===== src/design/assert_macros.svh =====
// Assertion helpers for the design files, included by the top-level unit.
// Each macro expects i_clk and i_rst_n to be visible where it is used.
`ifndef ASSERT_MACROS_SVH
`define ASSERT_MACROS_SVH

// Property must hold at every clock edge outside reset.
`define ASSERT_ALWAYS(lbl, expr, msg) \
    lbl: assert property (@(posedge i_clk) disable iff (!i_rst_n) (expr)) else $error(msg);

// Consequent must hold in the same cycle as the antecedent.
`define ASSERT_SAME(lbl, ante, cons, msg) \
    lbl: assert property (@(posedge i_clk) disable iff (!i_rst_n) (ante) |-> (cons)) \
        else $error(msg);

`endif


===== src/design/dslr_pkg.sv =====
`timescale 1ns / 1ps
// ----------------------------------------------------------------------------
// dslr_pkg
// Shared types and constants of the delayed shot release limiter.
// ----------------------------------------------------------------------------
package dslr_pkg;

    localparam int ID_W      = 16;
    localparam int TIME_W    = 32;
    localparam int CFG_IDX_W = 1;

    // Item opcodes
    localparam logic OP_ADD   = 1'b0;
    localparam logic OP_QUERY = 1'b1;

    // Configuration register indexes
    localparam logic [CFG_IDX_W-1:0] CFG_RELEASE_LATENCY = 1'b0;
    localparam logic [CFG_IDX_W-1:0] CFG_MIN_INTERVAL    = 1'b1;

    typedef struct packed {
        logic push;      // append request at tail
        logic set_drop;  // add found the queue full
        logic capture;   // latch query time, clear drop flag
        logic pop;       // retire head entry
        logic load_out;  // load the result register
    } t_dp_cmd;

    typedef struct packed {
        logic full;
        logic empty;
        logic head_due;  // head entry's release time has passed
        logic head_ok;   // head entry is far enough after the accepted shot
    } t_dp_stat;

endpackage


===== src/design/dslr_req_if.sv =====
`timescale 1ns / 1ps
// ----------------------------------------------------------------------------
// dslr_req_if
// Request channel: add or query items.
// ----------------------------------------------------------------------------
interface dslr_req_if;
    logic        valid;
    logic        ready;
    logic        opcode;
    logic [15:0] shot_id;
    logic [31:0] time_us;

    modport source (output valid, output opcode, output shot_id, output time_us,
                    input ready);
    modport sink   (input valid, input opcode, input shot_id, input time_us,
                    output ready);
endinterface


===== src/design/dslr_rsp_if.sv =====
`timescale 1ns / 1ps
// ----------------------------------------------------------------------------
// dslr_rsp_if
// Response channel: one result per request.
// ----------------------------------------------------------------------------
interface dslr_rsp_if;
    logic        valid;
    logic        ready;
    logic [15:0] last_shot_id;
    logic        add_dropped;

    modport source (output valid, output last_shot_id, output add_dropped, input ready);
    modport sink   (input valid, input last_shot_id, input add_dropped, output ready);
endinterface


===== src/design/dslr_cfg_if.sv =====
`timescale 1ns / 1ps
// ----------------------------------------------------------------------------
// dslr_cfg_if
// Configuration write channel.
// ----------------------------------------------------------------------------
interface dslr_cfg_if;
    logic        valid;
    logic        ready;
    logic [0:0]  index;
    logic [31:0] data;

    modport source (output valid, output index, output data, input ready);
    modport sink   (input valid, input index, input data, output ready);
endinterface


===== src/design/delayed_shot_release_limiter_unit.sv =====
`timescale 1ns / 1ps
// One item at a time. An add pushes its entry (or sets the drop flag when full); a query
// captures its time and pops each due entry in S_EVAL (0 to QUEUE_DEPTH of them). Both
// load the result in S_DONE, which waits while the last response is not yet taken.
// The pop loop retires one entry per cycle through the FIFO memory's single read port.
// Reset (i_rst_n low, synchronous) empties the queue, zeroes the accepted shot and both
// config registers; FIFO storage is not cleared.
// ----------------------------------------------------------------------------
// delayed_shot_release_limiter_unit
// Queues shot requests and releases them after a delay, rate-limited.
// ----------------------------------------------------------------------------
module delayed_shot_release_limiter_unit #(
    parameter int QUEUE_DEPTH = 16
) (
    input  logic        i_clk,
    input  logic        i_rst_n,
    dslr_req_if.sink    i_req,
    dslr_rsp_if.source  o_rsp,
    dslr_cfg_if.sink    i_cfg
);
    import dslr_pkg::*;

    t_dp_cmd  w_cmd;
    t_dp_stat w_stat;

    assign i_cfg.ready = 1'b1;

    dslr_ctrl u_ctrl (
        .i_clk       (i_clk),
        .i_rst_n     (i_rst_n),
        .i_in_valid  (i_req.valid),
        .o_in_ready  (i_req.ready),
        .i_opcode    (i_req.opcode),
        .o_out_valid (o_rsp.valid),
        .i_out_ready (o_rsp.ready),
        .i_stat      (w_stat),
        .o_cmd       (w_cmd)
    );

    dslr_datapath #(
        .QUEUE_DEPTH (QUEUE_DEPTH)
    ) u_datapath (
        .i_clk          (i_clk),
        .i_rst_n        (i_rst_n),
        .i_cmd          (w_cmd),
        .o_stat         (w_stat),
        .i_shot_id      (i_req.shot_id),
        .i_time_us      (i_req.time_us),
        .i_cfg_we       (i_cfg.valid),
        .i_cfg_index    (i_cfg.index),
        .i_cfg_data     (i_cfg.data),
        .o_last_shot_id (o_rsp.last_shot_id),
        .o_add_dropped  (o_rsp.add_dropped)
    );

`include "assert_macros.svh"

    `ASSERT_ALWAYS(a_full_xor_empty, !(w_stat.full && w_stat.empty), "queue both full and empty")
    `ASSERT_SAME(a_push_not_full, w_cmd.push, !w_stat.full, "push into a full queue")
    `ASSERT_SAME(a_pop_due, w_cmd.pop, !w_stat.empty && w_stat.head_due, "pop of a held entry")
    `ASSERT_SAME(a_one_op, w_cmd.push || w_cmd.set_drop, !w_cmd.pop && !w_cmd.capture, "overlap")

endmodule


===== src/design/dslr_datapath.sv =====
`timescale 1ns / 1ps
// ----------------------------------------------------------------------------
// dslr_datapath
// Request FIFO memory, pointers, accepted shot, config and result registers.
// ----------------------------------------------------------------------------
module dslr_datapath #(
    parameter int QUEUE_DEPTH = 16
) (
    input  logic                                       i_clk,
    input  logic                                       i_rst_n,
    input  dslr_pkg::t_dp_cmd                          i_cmd,
    output dslr_pkg::t_dp_stat                         o_stat,
    input  logic [dslr_pkg::ID_W-1:0]                  i_shot_id,
    input  logic [dslr_pkg::TIME_W-1:0]                i_time_us,
    input  logic                                       i_cfg_we,
    input  logic [dslr_pkg::CFG_IDX_W-1:0]             i_cfg_index,
    input  logic [dslr_pkg::TIME_W-1:0]                i_cfg_data,
    output logic [dslr_pkg::ID_W-1:0]                  o_last_shot_id,
    output logic                                       o_add_dropped
);
    import dslr_pkg::*;

    localparam int PTR_W = (QUEUE_DEPTH > 1) ? $clog2(QUEUE_DEPTH) : 1;
    localparam int CNT_W = $clog2(QUEUE_DEPTH + 1);
    localparam logic [PTR_W-1:0] LAST_IDX = PTR_W'(QUEUE_DEPTH - 1);

    logic [ID_W-1:0]   mem_id   [QUEUE_DEPTH];
    logic [TIME_W-1:0] mem_time [QUEUE_DEPTH];

    logic [PTR_W-1:0]  r_head, n_head, r_tail, n_tail, w_rd_addr;
    logic [CNT_W-1:0]  r_count, n_count;
    logic [ID_W-1:0]   r_rd_id, r_acc_id, r_out_id;
    logic [TIME_W-1:0] r_rd_time, r_acc_time, r_qtime;
    logic [TIME_W-1:0] r_latency, r_interval;
    logic              r_drop, r_out_drop;
    logic [TIME_W:0]   w_release_at, w_earliest;

    assign n_head = (r_head == LAST_IDX) ? '0 : r_head + PTR_W'(1);
    assign n_tail = (r_tail == LAST_IDX) ? '0 : r_tail + PTR_W'(1);
    // Read ahead to the next head while popping so one entry retires per cycle
    assign w_rd_addr = i_cmd.pop ? n_head : r_head;

    always_comb begin
        n_count = r_count;
        if (i_cmd.push) begin
            n_count = r_count + CNT_W'(1);
        end else if (i_cmd.pop) begin
            n_count = r_count - CNT_W'(1);
        end
    end

    always_ff @(posedge i_clk) begin
        if (i_cmd.push) begin
            mem_id[r_tail]   <= i_shot_id;
            mem_time[r_tail] <= i_time_us;
        end
        r_rd_id   <= mem_id[w_rd_addr];
        r_rd_time <= mem_time[w_rd_addr];
    end

    // 33-bit sums never wrap
    assign w_release_at = {1'b0, r_rd_time} + {1'b0, r_latency};
    assign w_earliest   = {1'b0, r_acc_time} + {1'b0, r_interval};

    assign o_stat.full     = (r_count == CNT_W'(QUEUE_DEPTH));
    assign o_stat.empty    = (r_count == '0);
    assign o_stat.head_due = ({1'b0, r_qtime} >= w_release_at);
    assign o_stat.head_ok  = ({1'b0, r_rd_time} >= w_earliest);

    always_ff @(posedge i_clk) begin
        if (!i_rst_n) begin
            r_head     <= '0;
            r_tail     <= '0;
            r_count    <= '0;
            r_acc_id   <= '0;
            r_acc_time <= '0;
            r_latency  <= '0;
            r_interval <= '0;
        end else begin
            r_count <= n_count;
            if (i_cmd.push) begin
                r_tail <= n_tail;
            end
            if (i_cmd.pop) begin
                r_head <= n_head;
                if (o_stat.head_ok) begin
                    r_acc_id   <= r_rd_id;
                    r_acc_time <= r_rd_time;
                end
            end
            if (i_cfg_we) begin
                unique case (i_cfg_index)
                    CFG_RELEASE_LATENCY: r_latency  <= i_cfg_data;
                    CFG_MIN_INTERVAL:    r_interval <= i_cfg_data;
                    default:             r_latency  <= r_latency;
                endcase
            end
        end
    end

    always_ff @(posedge i_clk) begin
        if (i_cmd.capture) begin
            r_qtime <= i_time_us;
            r_drop  <= 1'b0;
        end else if (i_cmd.push || i_cmd.set_drop) begin
            r_drop  <= i_cmd.set_drop;
        end
        if (i_cmd.load_out) begin
            r_out_id   <= r_acc_id;
            r_out_drop <= r_drop;
        end
    end

    assign o_last_shot_id = r_out_id;
    assign o_add_dropped  = r_out_drop;

endmodule


===== src/design/dslr_ctrl.sv =====
`timescale 1ns / 1ps
// ----------------------------------------------------------------------------
// dslr_ctrl
// Sequencer: accepts one item, drives the pop loop, hands off the result.
// ----------------------------------------------------------------------------
module dslr_ctrl (
    input  logic               i_clk,
    input  logic               i_rst_n,
    input  logic               i_in_valid,
    output logic               o_in_ready,
    input  logic               i_opcode,
    output logic               o_out_valid,
    input  logic               i_out_ready,
    input  dslr_pkg::t_dp_stat i_stat,
    output dslr_pkg::t_dp_cmd  o_cmd
);
    import dslr_pkg::*;

    localparam logic [1:0] S_IDLE = 2'd0;
    localparam logic [1:0] S_EVAL = 2'd1;
    localparam logic [1:0] S_DONE = 2'd2;

    logic [1:0] r_state, n_state;
    logic       r_out_valid, n_out_valid;

    always_comb begin
        o_cmd       = '0;
        n_state     = r_state;
        n_out_valid = r_out_valid && !i_out_ready;
        unique case (r_state)
            S_IDLE: begin
                if (i_in_valid) begin
                    if (i_opcode == OP_ADD) begin
                        o_cmd.push     = !i_stat.full;
                        o_cmd.set_drop = i_stat.full;
                        n_state        = S_DONE;
                    end else begin
                        o_cmd.capture = 1'b1;
                        n_state       = S_EVAL;
                    end
                end
            end
            S_EVAL: begin
                // Pop while the head is due; stop at the first one that is not
                if (!i_stat.empty && i_stat.head_due) begin
                    o_cmd.pop = 1'b1;
                end else begin
                    n_state = S_DONE;
                end
            end
            S_DONE: begin
                if (!r_out_valid || i_out_ready) begin
                    o_cmd.load_out = 1'b1;
                    n_out_valid    = 1'b1;
                    n_state        = S_IDLE;
                end
            end
            default: n_state = S_IDLE;
        endcase
    end

    always_ff @(posedge i_clk) begin
        if (!i_rst_n) begin
            r_state     <= S_IDLE;
            r_out_valid <= 1'b0;
        end else begin
            r_state     <= n_state;
            r_out_valid <= n_out_valid;
        end
    end

    assign o_in_ready  = (r_state == S_IDLE);
    assign o_out_valid = r_out_valid;

endmodule

===== src/flat_wrapper.sv =====
// flat-port wrapper written by rule: the top's interface ports become plain ports
module delayed_shot_release_limiter_unit_flat import dslr_pkg::*;
#(
    parameter int QUEUE_DEPTH = 16
)
  (i_clk, i_rst_n, i_req_valid, i_req_opcode, i_req_shot_id, i_req_time_us, i_req_ready, o_rsp_valid, o_rsp_last_shot_id, o_rsp_add_dropped, o_rsp_ready, i_cfg_valid, i_cfg_index, i_cfg_data, i_cfg_ready);
  dslr_req_if i_req_i ();
  dslr_rsp_if o_rsp_i ();
  dslr_cfg_if i_cfg_i ();
  input  logic i_clk;
  input  logic i_rst_n;
  input wire logic [$bits(i_req_i.valid)-1:0] i_req_valid;
  input wire logic [$bits(i_req_i.opcode)-1:0] i_req_opcode;
  input wire logic [$bits(i_req_i.shot_id)-1:0] i_req_shot_id;
  input wire logic [$bits(i_req_i.time_us)-1:0] i_req_time_us;
  output wire logic [$bits(i_req_i.ready)-1:0] i_req_ready;
  output wire logic [$bits(o_rsp_i.valid)-1:0] o_rsp_valid;
  output wire logic [$bits(o_rsp_i.last_shot_id)-1:0] o_rsp_last_shot_id;
  output wire logic [$bits(o_rsp_i.add_dropped)-1:0] o_rsp_add_dropped;
  input wire logic [$bits(o_rsp_i.ready)-1:0] o_rsp_ready;
  input wire logic [$bits(i_cfg_i.valid)-1:0] i_cfg_valid;
  input wire logic [$bits(i_cfg_i.index)-1:0] i_cfg_index;
  input wire logic [$bits(i_cfg_i.data)-1:0] i_cfg_data;
  output wire logic [$bits(i_cfg_i.ready)-1:0] i_cfg_ready;
  assign i_req_i.valid = i_req_valid;
  assign i_req_i.opcode = i_req_opcode;
  assign i_req_i.shot_id = i_req_shot_id;
  assign i_req_i.time_us = i_req_time_us;
  assign i_req_ready = i_req_i.ready;
  assign o_rsp_valid = o_rsp_i.valid;
  assign o_rsp_last_shot_id = o_rsp_i.last_shot_id;
  assign o_rsp_add_dropped = o_rsp_i.add_dropped;
  assign o_rsp_i.ready = o_rsp_ready;
  assign i_cfg_i.valid = i_cfg_valid;
  assign i_cfg_i.index = i_cfg_index;
  assign i_cfg_i.data = i_cfg_data;
  assign i_cfg_ready = i_cfg_i.ready;
  delayed_shot_release_limiter_unit #(.QUEUE_DEPTH(QUEUE_DEPTH)) u_core (.i_clk(i_clk), .i_rst_n(i_rst_n), .i_req(i_req_i), .o_rsp(o_rsp_i), .i_cfg(i_cfg_i));
endmodule

===== config.mk =====
export PLATFORM = sky130hd
export DESIGN_NAME = delayed_shot_release_limiter_unit_flat
export DESIGN_NICKNAME = d
export VERILOG_FILES = /design/src/design/dslr_pkg.sv /design/src/design/dslr_req_if.sv /design/src/design/dslr_rsp_if.sv /design/src/design/dslr_cfg_if.sv /design/src/design/delayed_shot_release_limiter_unit.sv /design/src/design/dslr_datapath.sv /design/src/design/dslr_ctrl.sv /design/src/flat_wrapper.sv
export VERILOG_INCLUDE_DIRS = /design/src /design/src/design
export SDC_FILE = /design/constraint.sdc
export NUM_CORES = 1
export LEC_CHECK = 0
export BUFFER_PORTS_ARGS = -buffer_cell sky130_fd_sc_hd__buf_4
export CAP_MARGIN = 20
export CORE_ASPECT_RATIO = 0.7
export CORE_MARGIN = 1
export CORE_UTILIZATION = 45
export DETAILED_ROUTE_END_ITERATION = 10
export PLACE_DENSITY_LB_ADDON = 0.3
export SYNTH_ARGS = -nofsm -noshare
export SYNTH_HDL_FRONTEND = slang
export SYNTH_HIERARCHICAL = 1
export SYNTH_SLANG_ARGS = --single-unit

===== constraint.sdc =====
create_clock -name i_clk -period 14.9 [get_ports i_clk]
set_input_delay 2.235 -clock i_clk [delete_from_list [all_inputs] [get_ports i_clk]]
set_output_delay 2.235 -clock i_clk [all_outputs]
set_load 0.05 [all_outputs]

==> impl_summary.log <==
[metrics] outcome: completed
[metrics] final instance area: approximately 47,000 µm²
[metrics] final-layout fill cell count: about 7,300
[metrics] met3 layer wire length in the routed design: roughly 7200 µm
[metrics] maximum fanout encountered on the critical timing path: about 100
[metrics] post-detailed-placement half-perimeter wirelength: between 50,000 and 60,000 µm
[metrics] Total Negative Setup Slacks: 0 ns
[metrics] total global routing track utilization: 21.3%
[metrics] post-synthesis cell count: ~2,600
[metrics] via count of the routed design: between 20,000 and 25,000
[metrics] Starting Density: a little under half
[metrics] count of nets after finishing: 2,966
[metrics] area growth from synthesis to layout: 12.8%
[metrics] data arrival at the endpoint of the critical path: around 10 ns
[metrics] global-route wire length before repair: about 150,000 µm
[metrics] slew at the pin closest to its max-slew limit: ~1.1 ns
[metrics] setup slack after placement: around 5.4 ns
[metrics] highest ir drop seen on vdd: roughly 90 µV
[metrics] Post-CTS Setup Repair Bufs: 0
[metrics] Mapped Area: just over 40,000 µm²
[metrics] clock latency reported for the late side of the worst-skew pair: around 0.67 ns
[metrics] minimum period implied by the final worst setup slack: approximately 9.5 ns
[metrics] worst min path class: reg2reg
[metrics] Detailed Route WL: around 99,000 µm
[metrics] total power consumption of the routed design: 5.90 mW
[metrics] cell at the root of the clock tree: sky130_fd_sc_hd__clkbuf_16
[metrics] Warnings, synthesis: 6
[metrics] worst path required time: about 15 ns
[metrics] worst clock skew on the final layout: 0.0205 ns
[metrics] Detailed Route Iter0 Violations: 2,145
[metrics] Clock transition at path regs: ~0.06 ns
[metrics] DIE HEIGHT: between 200 and 300 µm
[metrics] width of the chip: 364 µm
[metrics] area of combinational cells with multiple inputs: approximately 13,000 µm²
[metrics] routed length on met2: ~46,000 µm
[metrics] standard cell core area: between 90,000 and 100,000 µm²
[metrics] period utilisation layout: a little under two thirds
[metrics] count of final setup violators: 0
[metrics] IO Count: ~110
[metrics] leakage dissipation: around 16 nW
[metrics] Die ar.: around 93,000 µm²
[metrics] vias per cell: 5.86
[metrics] CTS H-Tree Depth: 3
[metrics] Post-Syn Nets: roughly 2,900
[metrics] final number of hold-violating endpoints: 0
[metrics] number of buffers inserted for hold repair after clock tree synthesis: 0
[metrics] RSZ-0062 raised after global routing: no
[metrics] Seq. cell area: ~28,000 µm²
[metrics] type of the setup path with the least slack: reg2reg
[metrics] wl on met1: ~43,000 µm
[metrics] top layer reached by signal wires: met5
[metrics] Port Buffer Count: 105
[metrics] number of detailed-route iterations in the first pass: 7
[metrics] post-cts resize count: 0
[metrics] initial antenna violation count: 7
[metrics] Post-Route Hold Slack: 0.428 ns
[metrics] areal power density over the cells: about 130 nW/µm²
[metrics] cell area after placement: 43,500 µm²
[metrics] Final Max Slew Viols: 0
[metrics] ratio of cells with drive above 1 in the final layout: 18.0%
[metrics] TritonCTS clock tree: done
[metrics] Max Clock Freq: approximately 110 MHz
[metrics] detailed-route DRC error count: 0
[metrics] final global-route overflow total: 0
[metrics] total number of placement rows: 92
[metrics] placed cell count: around 3,900
[metrics] category of the worst setup path launch point: flop
[metrics] Final Util: between 50% and 60%
[metrics] clock tree sinks: 994
[metrics] maximum number of pins on one net before global-route repair: 99
[metrics] endpoint class of the critical path: flop
[metrics] final cell count without fillers: approximately 4,000
[metrics] max_slew headroom: 23.2%
[metrics] post-detailed-route wirelength per cell: 24.4 µm
[metrics] Final ANT Viol Nets: 0
[metrics] Inserted Clock Buffers: 93
[metrics] Max-cap violations: 0
[metrics] vias in the first global route: approximately 23,000
[metrics] average instance area after synthesis: around 16 µm²
[metrics] reg-to-reg setup timing slack: between 5 and 6 ns
[metrics] setup slack of the critical path after layout: around 5.4 ns
[metrics] largest buffer count on any clock path: 3
[metrics] Final GP Congestion: around 0.9
critical path, cell delays in order, from the launching register on:
cell                        delay [ns]
sky130_fd_sc_hd__dfxtp_1          0.35
sky130_fd_sc_hd__ha_1             0.18
sky130_fd_sc_hd__inv_1            0.06
sky130_fd_sc_hd__fa_1             0.39
sky130_fd_sc_hd__nor2b_1          0.19
sky130_fd_sc_hd__o2111ai_1        0.18
sky130_fd_sc_hd__a2111oi_0        0.87
sky130_fd_sc_hd__buf_4            0.26
sky130_fd_sc_hd__o21ai_0          0.17
sky130_fd_sc_hd__nand3b_1         0.22
sky130_fd_sc_hd__a41oi_1          0.27
sky130_fd_sc_hd__mux2i_1          0.20
sky130_fd_sc_hd__a2111oi_0        0.87
sky130_fd_sc_hd__ha_1             0.26
sky130_fd_sc_hd__nand4_1          0.10
sky130_fd_sc_hd__nor4_1           0.26
sky130_fd_sc_hd__a221oi_1         0.13
sky130_fd_sc_hd__o21a_1           0.19
sky130_fd_sc_hd__a211oi_1         0.30
sky130_fd_sc_hd__nand3b_1         0.17
sky130_fd_sc_hd__nor2_1           0.62
sky130_fd_sc_hd__mux2i_4          0.36
sky130_fd_sc_hd__buf_12           0.57
sky130_fd_sc_hd__buf_4            0.87
sky130_fd_sc_hd__mux4_2           0.59
sky130_fd_sc_hd__and2_1           0.17
sky130_fd_sc_hd__a211oi_1         0.21
sky130_fd_sc_hd__a31oi_1          0.07
final cells by class:
| cell class | count | share of cell area [%] |
|---|---|---|
| timing repair buffer | 141 | 2.34 |
| sequential | 994 | 60.2 |
| multi-input combinational | 1480 | 27.2 |
| antenna | 1 | 0.00536 |
| tap | 1222 | 3.28 |
| clock inverter | 50 | 1.20 |
| clock buffer | 126 | 5.50 |
| inverter | 30 | 0.241 |
state kept, by name, summed over array words and instances, names as in the netlist:
signal	cells
u_core/u_datapath/mem_id	256
u_core/u_datapath/o_last_shot_id	16
u_core/u_datapath/r_drop	1
u_core/u_datapath/r_acc_id	16
u_core/u_datapath/r_count	5
u_core/u_datapath/r_head	4
u_core/u_datapath/r_acc_time	32
u_core/u_datapath/o_add_dropped	1
u_core/u_ctrl/o_out_valid	1
u_core/u_datapath/r_rd_time	32
u_core/u_datapath/r_latency	32
u_core/u_datapath/r_tail	4
u_core/u_ctrl/r_state	2
u_core/u_datapath/r_rd_id	16
u_core/u_datapath/mem_time	512
u_core/u_datapath/r_qtime	32
u_core/u_datapath/r_interval	32
worst paths after layout:
path / depth (start not counted) / to / startpoint
min: 0 / u_core/u_datapath/o_last_shot_id[14]$_DFFE_PP_ / u_core/u_datapath/r_acc_id[14]$_SDFFE_PN0P_
max reg2reg: 27 / u_core/u_datapath/r_rd_time[5]$_DFF_P_ / u_core/u_datapath/r_rd_time[0]$_DFF_P_
max: 27 / u_core/u_datapath/r_rd_time[5]$_DFF_P_ / u_core/u_datapath/r_rd_time[0]$_DFF_P_
min reg2reg: 0 / u_core/u_datapath/o_last_shot_id[14]$_DFFE_PP_ / u_core/u_datapath/r_acc_id[14]$_SDFFE_PN0P_
layer usage:
layer | up-vias | track usage, %
met5 | - | 0
met4 | 12 | 5.44
met3 | 159 | 4.37
met2 | 873 | 33.3
met1 | 12200 | 30.5
li1 | 10500 | -
power breakdown:
group	switching, mW	internal [mW]	total [mW]	leakage [nW]
sequential	0.0333	3.05	3.08	8.83
clock	1.03	1.39	2.42	1.51
combinational	0.241	0.158	0.399	5.68
cell usage in the layout, fill, tap and decap left out, types with 6 or more instances in the layout:
| master | n |
|---|---|
| sky130_fd_sc_hd__a2111oi_0 | 10 |
| sky130_fd_sc_hd__a211oi_1 | 58 |
| sky130_fd_sc_hd__a21o_1 | 44 |
| sky130_fd_sc_hd__a21oi_1 | 139 |
| sky130_fd_sc_hd__a31oi_1 | 55 |
| sky130_fd_sc_hd__and2_1 | 52 |
| sky130_fd_sc_hd__and2_2 | 16 |
| sky130_fd_sc_hd__and3_1 | 12 |
| sky130_fd_sc_hd__buf_4 | 139 |
| sky130_fd_sc_hd__bufinv_16 | 10 |
| sky130_fd_sc_hd__clkbuf_1 | 21 |
| sky130_fd_sc_hd__clkbuf_16 | 94 |
| sky130_fd_sc_hd__clkbuf_8 | 9 |
| sky130_fd_sc_hd__clkinv_1 | 16 |
| sky130_fd_sc_hd__clkinv_2 | 10 |
| sky130_fd_sc_hd__dfxtp_1 | 177 |
| sky130_fd_sc_hd__edfxtp_1 | 817 |
| sky130_fd_sc_hd__ha_1 | 136 |
| sky130_fd_sc_hd__inv_1 | 29 |
| sky130_fd_sc_hd__mux2i_1 | 51 |
| sky130_fd_sc_hd__mux4_2 | 192 |
| sky130_fd_sc_hd__nand2_1 | 374 |
| sky130_fd_sc_hd__nand2b_1 | 15 |
| sky130_fd_sc_hd__nand3_1 | 23 |
| sky130_fd_sc_hd__nand4_1 | 22 |
| sky130_fd_sc_hd__nor2_1 | 47 |
| sky130_fd_sc_hd__nor2b_1 | 11 |
| sky130_fd_sc_hd__nor3_1 | 15 |
| sky130_fd_sc_hd__nor4_1 | 8 |
| sky130_fd_sc_hd__o211ai_1 | 9 |
| sky130_fd_sc_hd__o21a_1 | 6 |
| sky130_fd_sc_hd__o21ai_0 | 38 |
| sky130_fd_sc_hd__o21bai_1 | 13 |
| sky130_fd_sc_hd__xnor2_1 | 20 |
| sky130_fd_sc_hd__xor2_1 | 29 |
(Power assumes the default switching activity.)
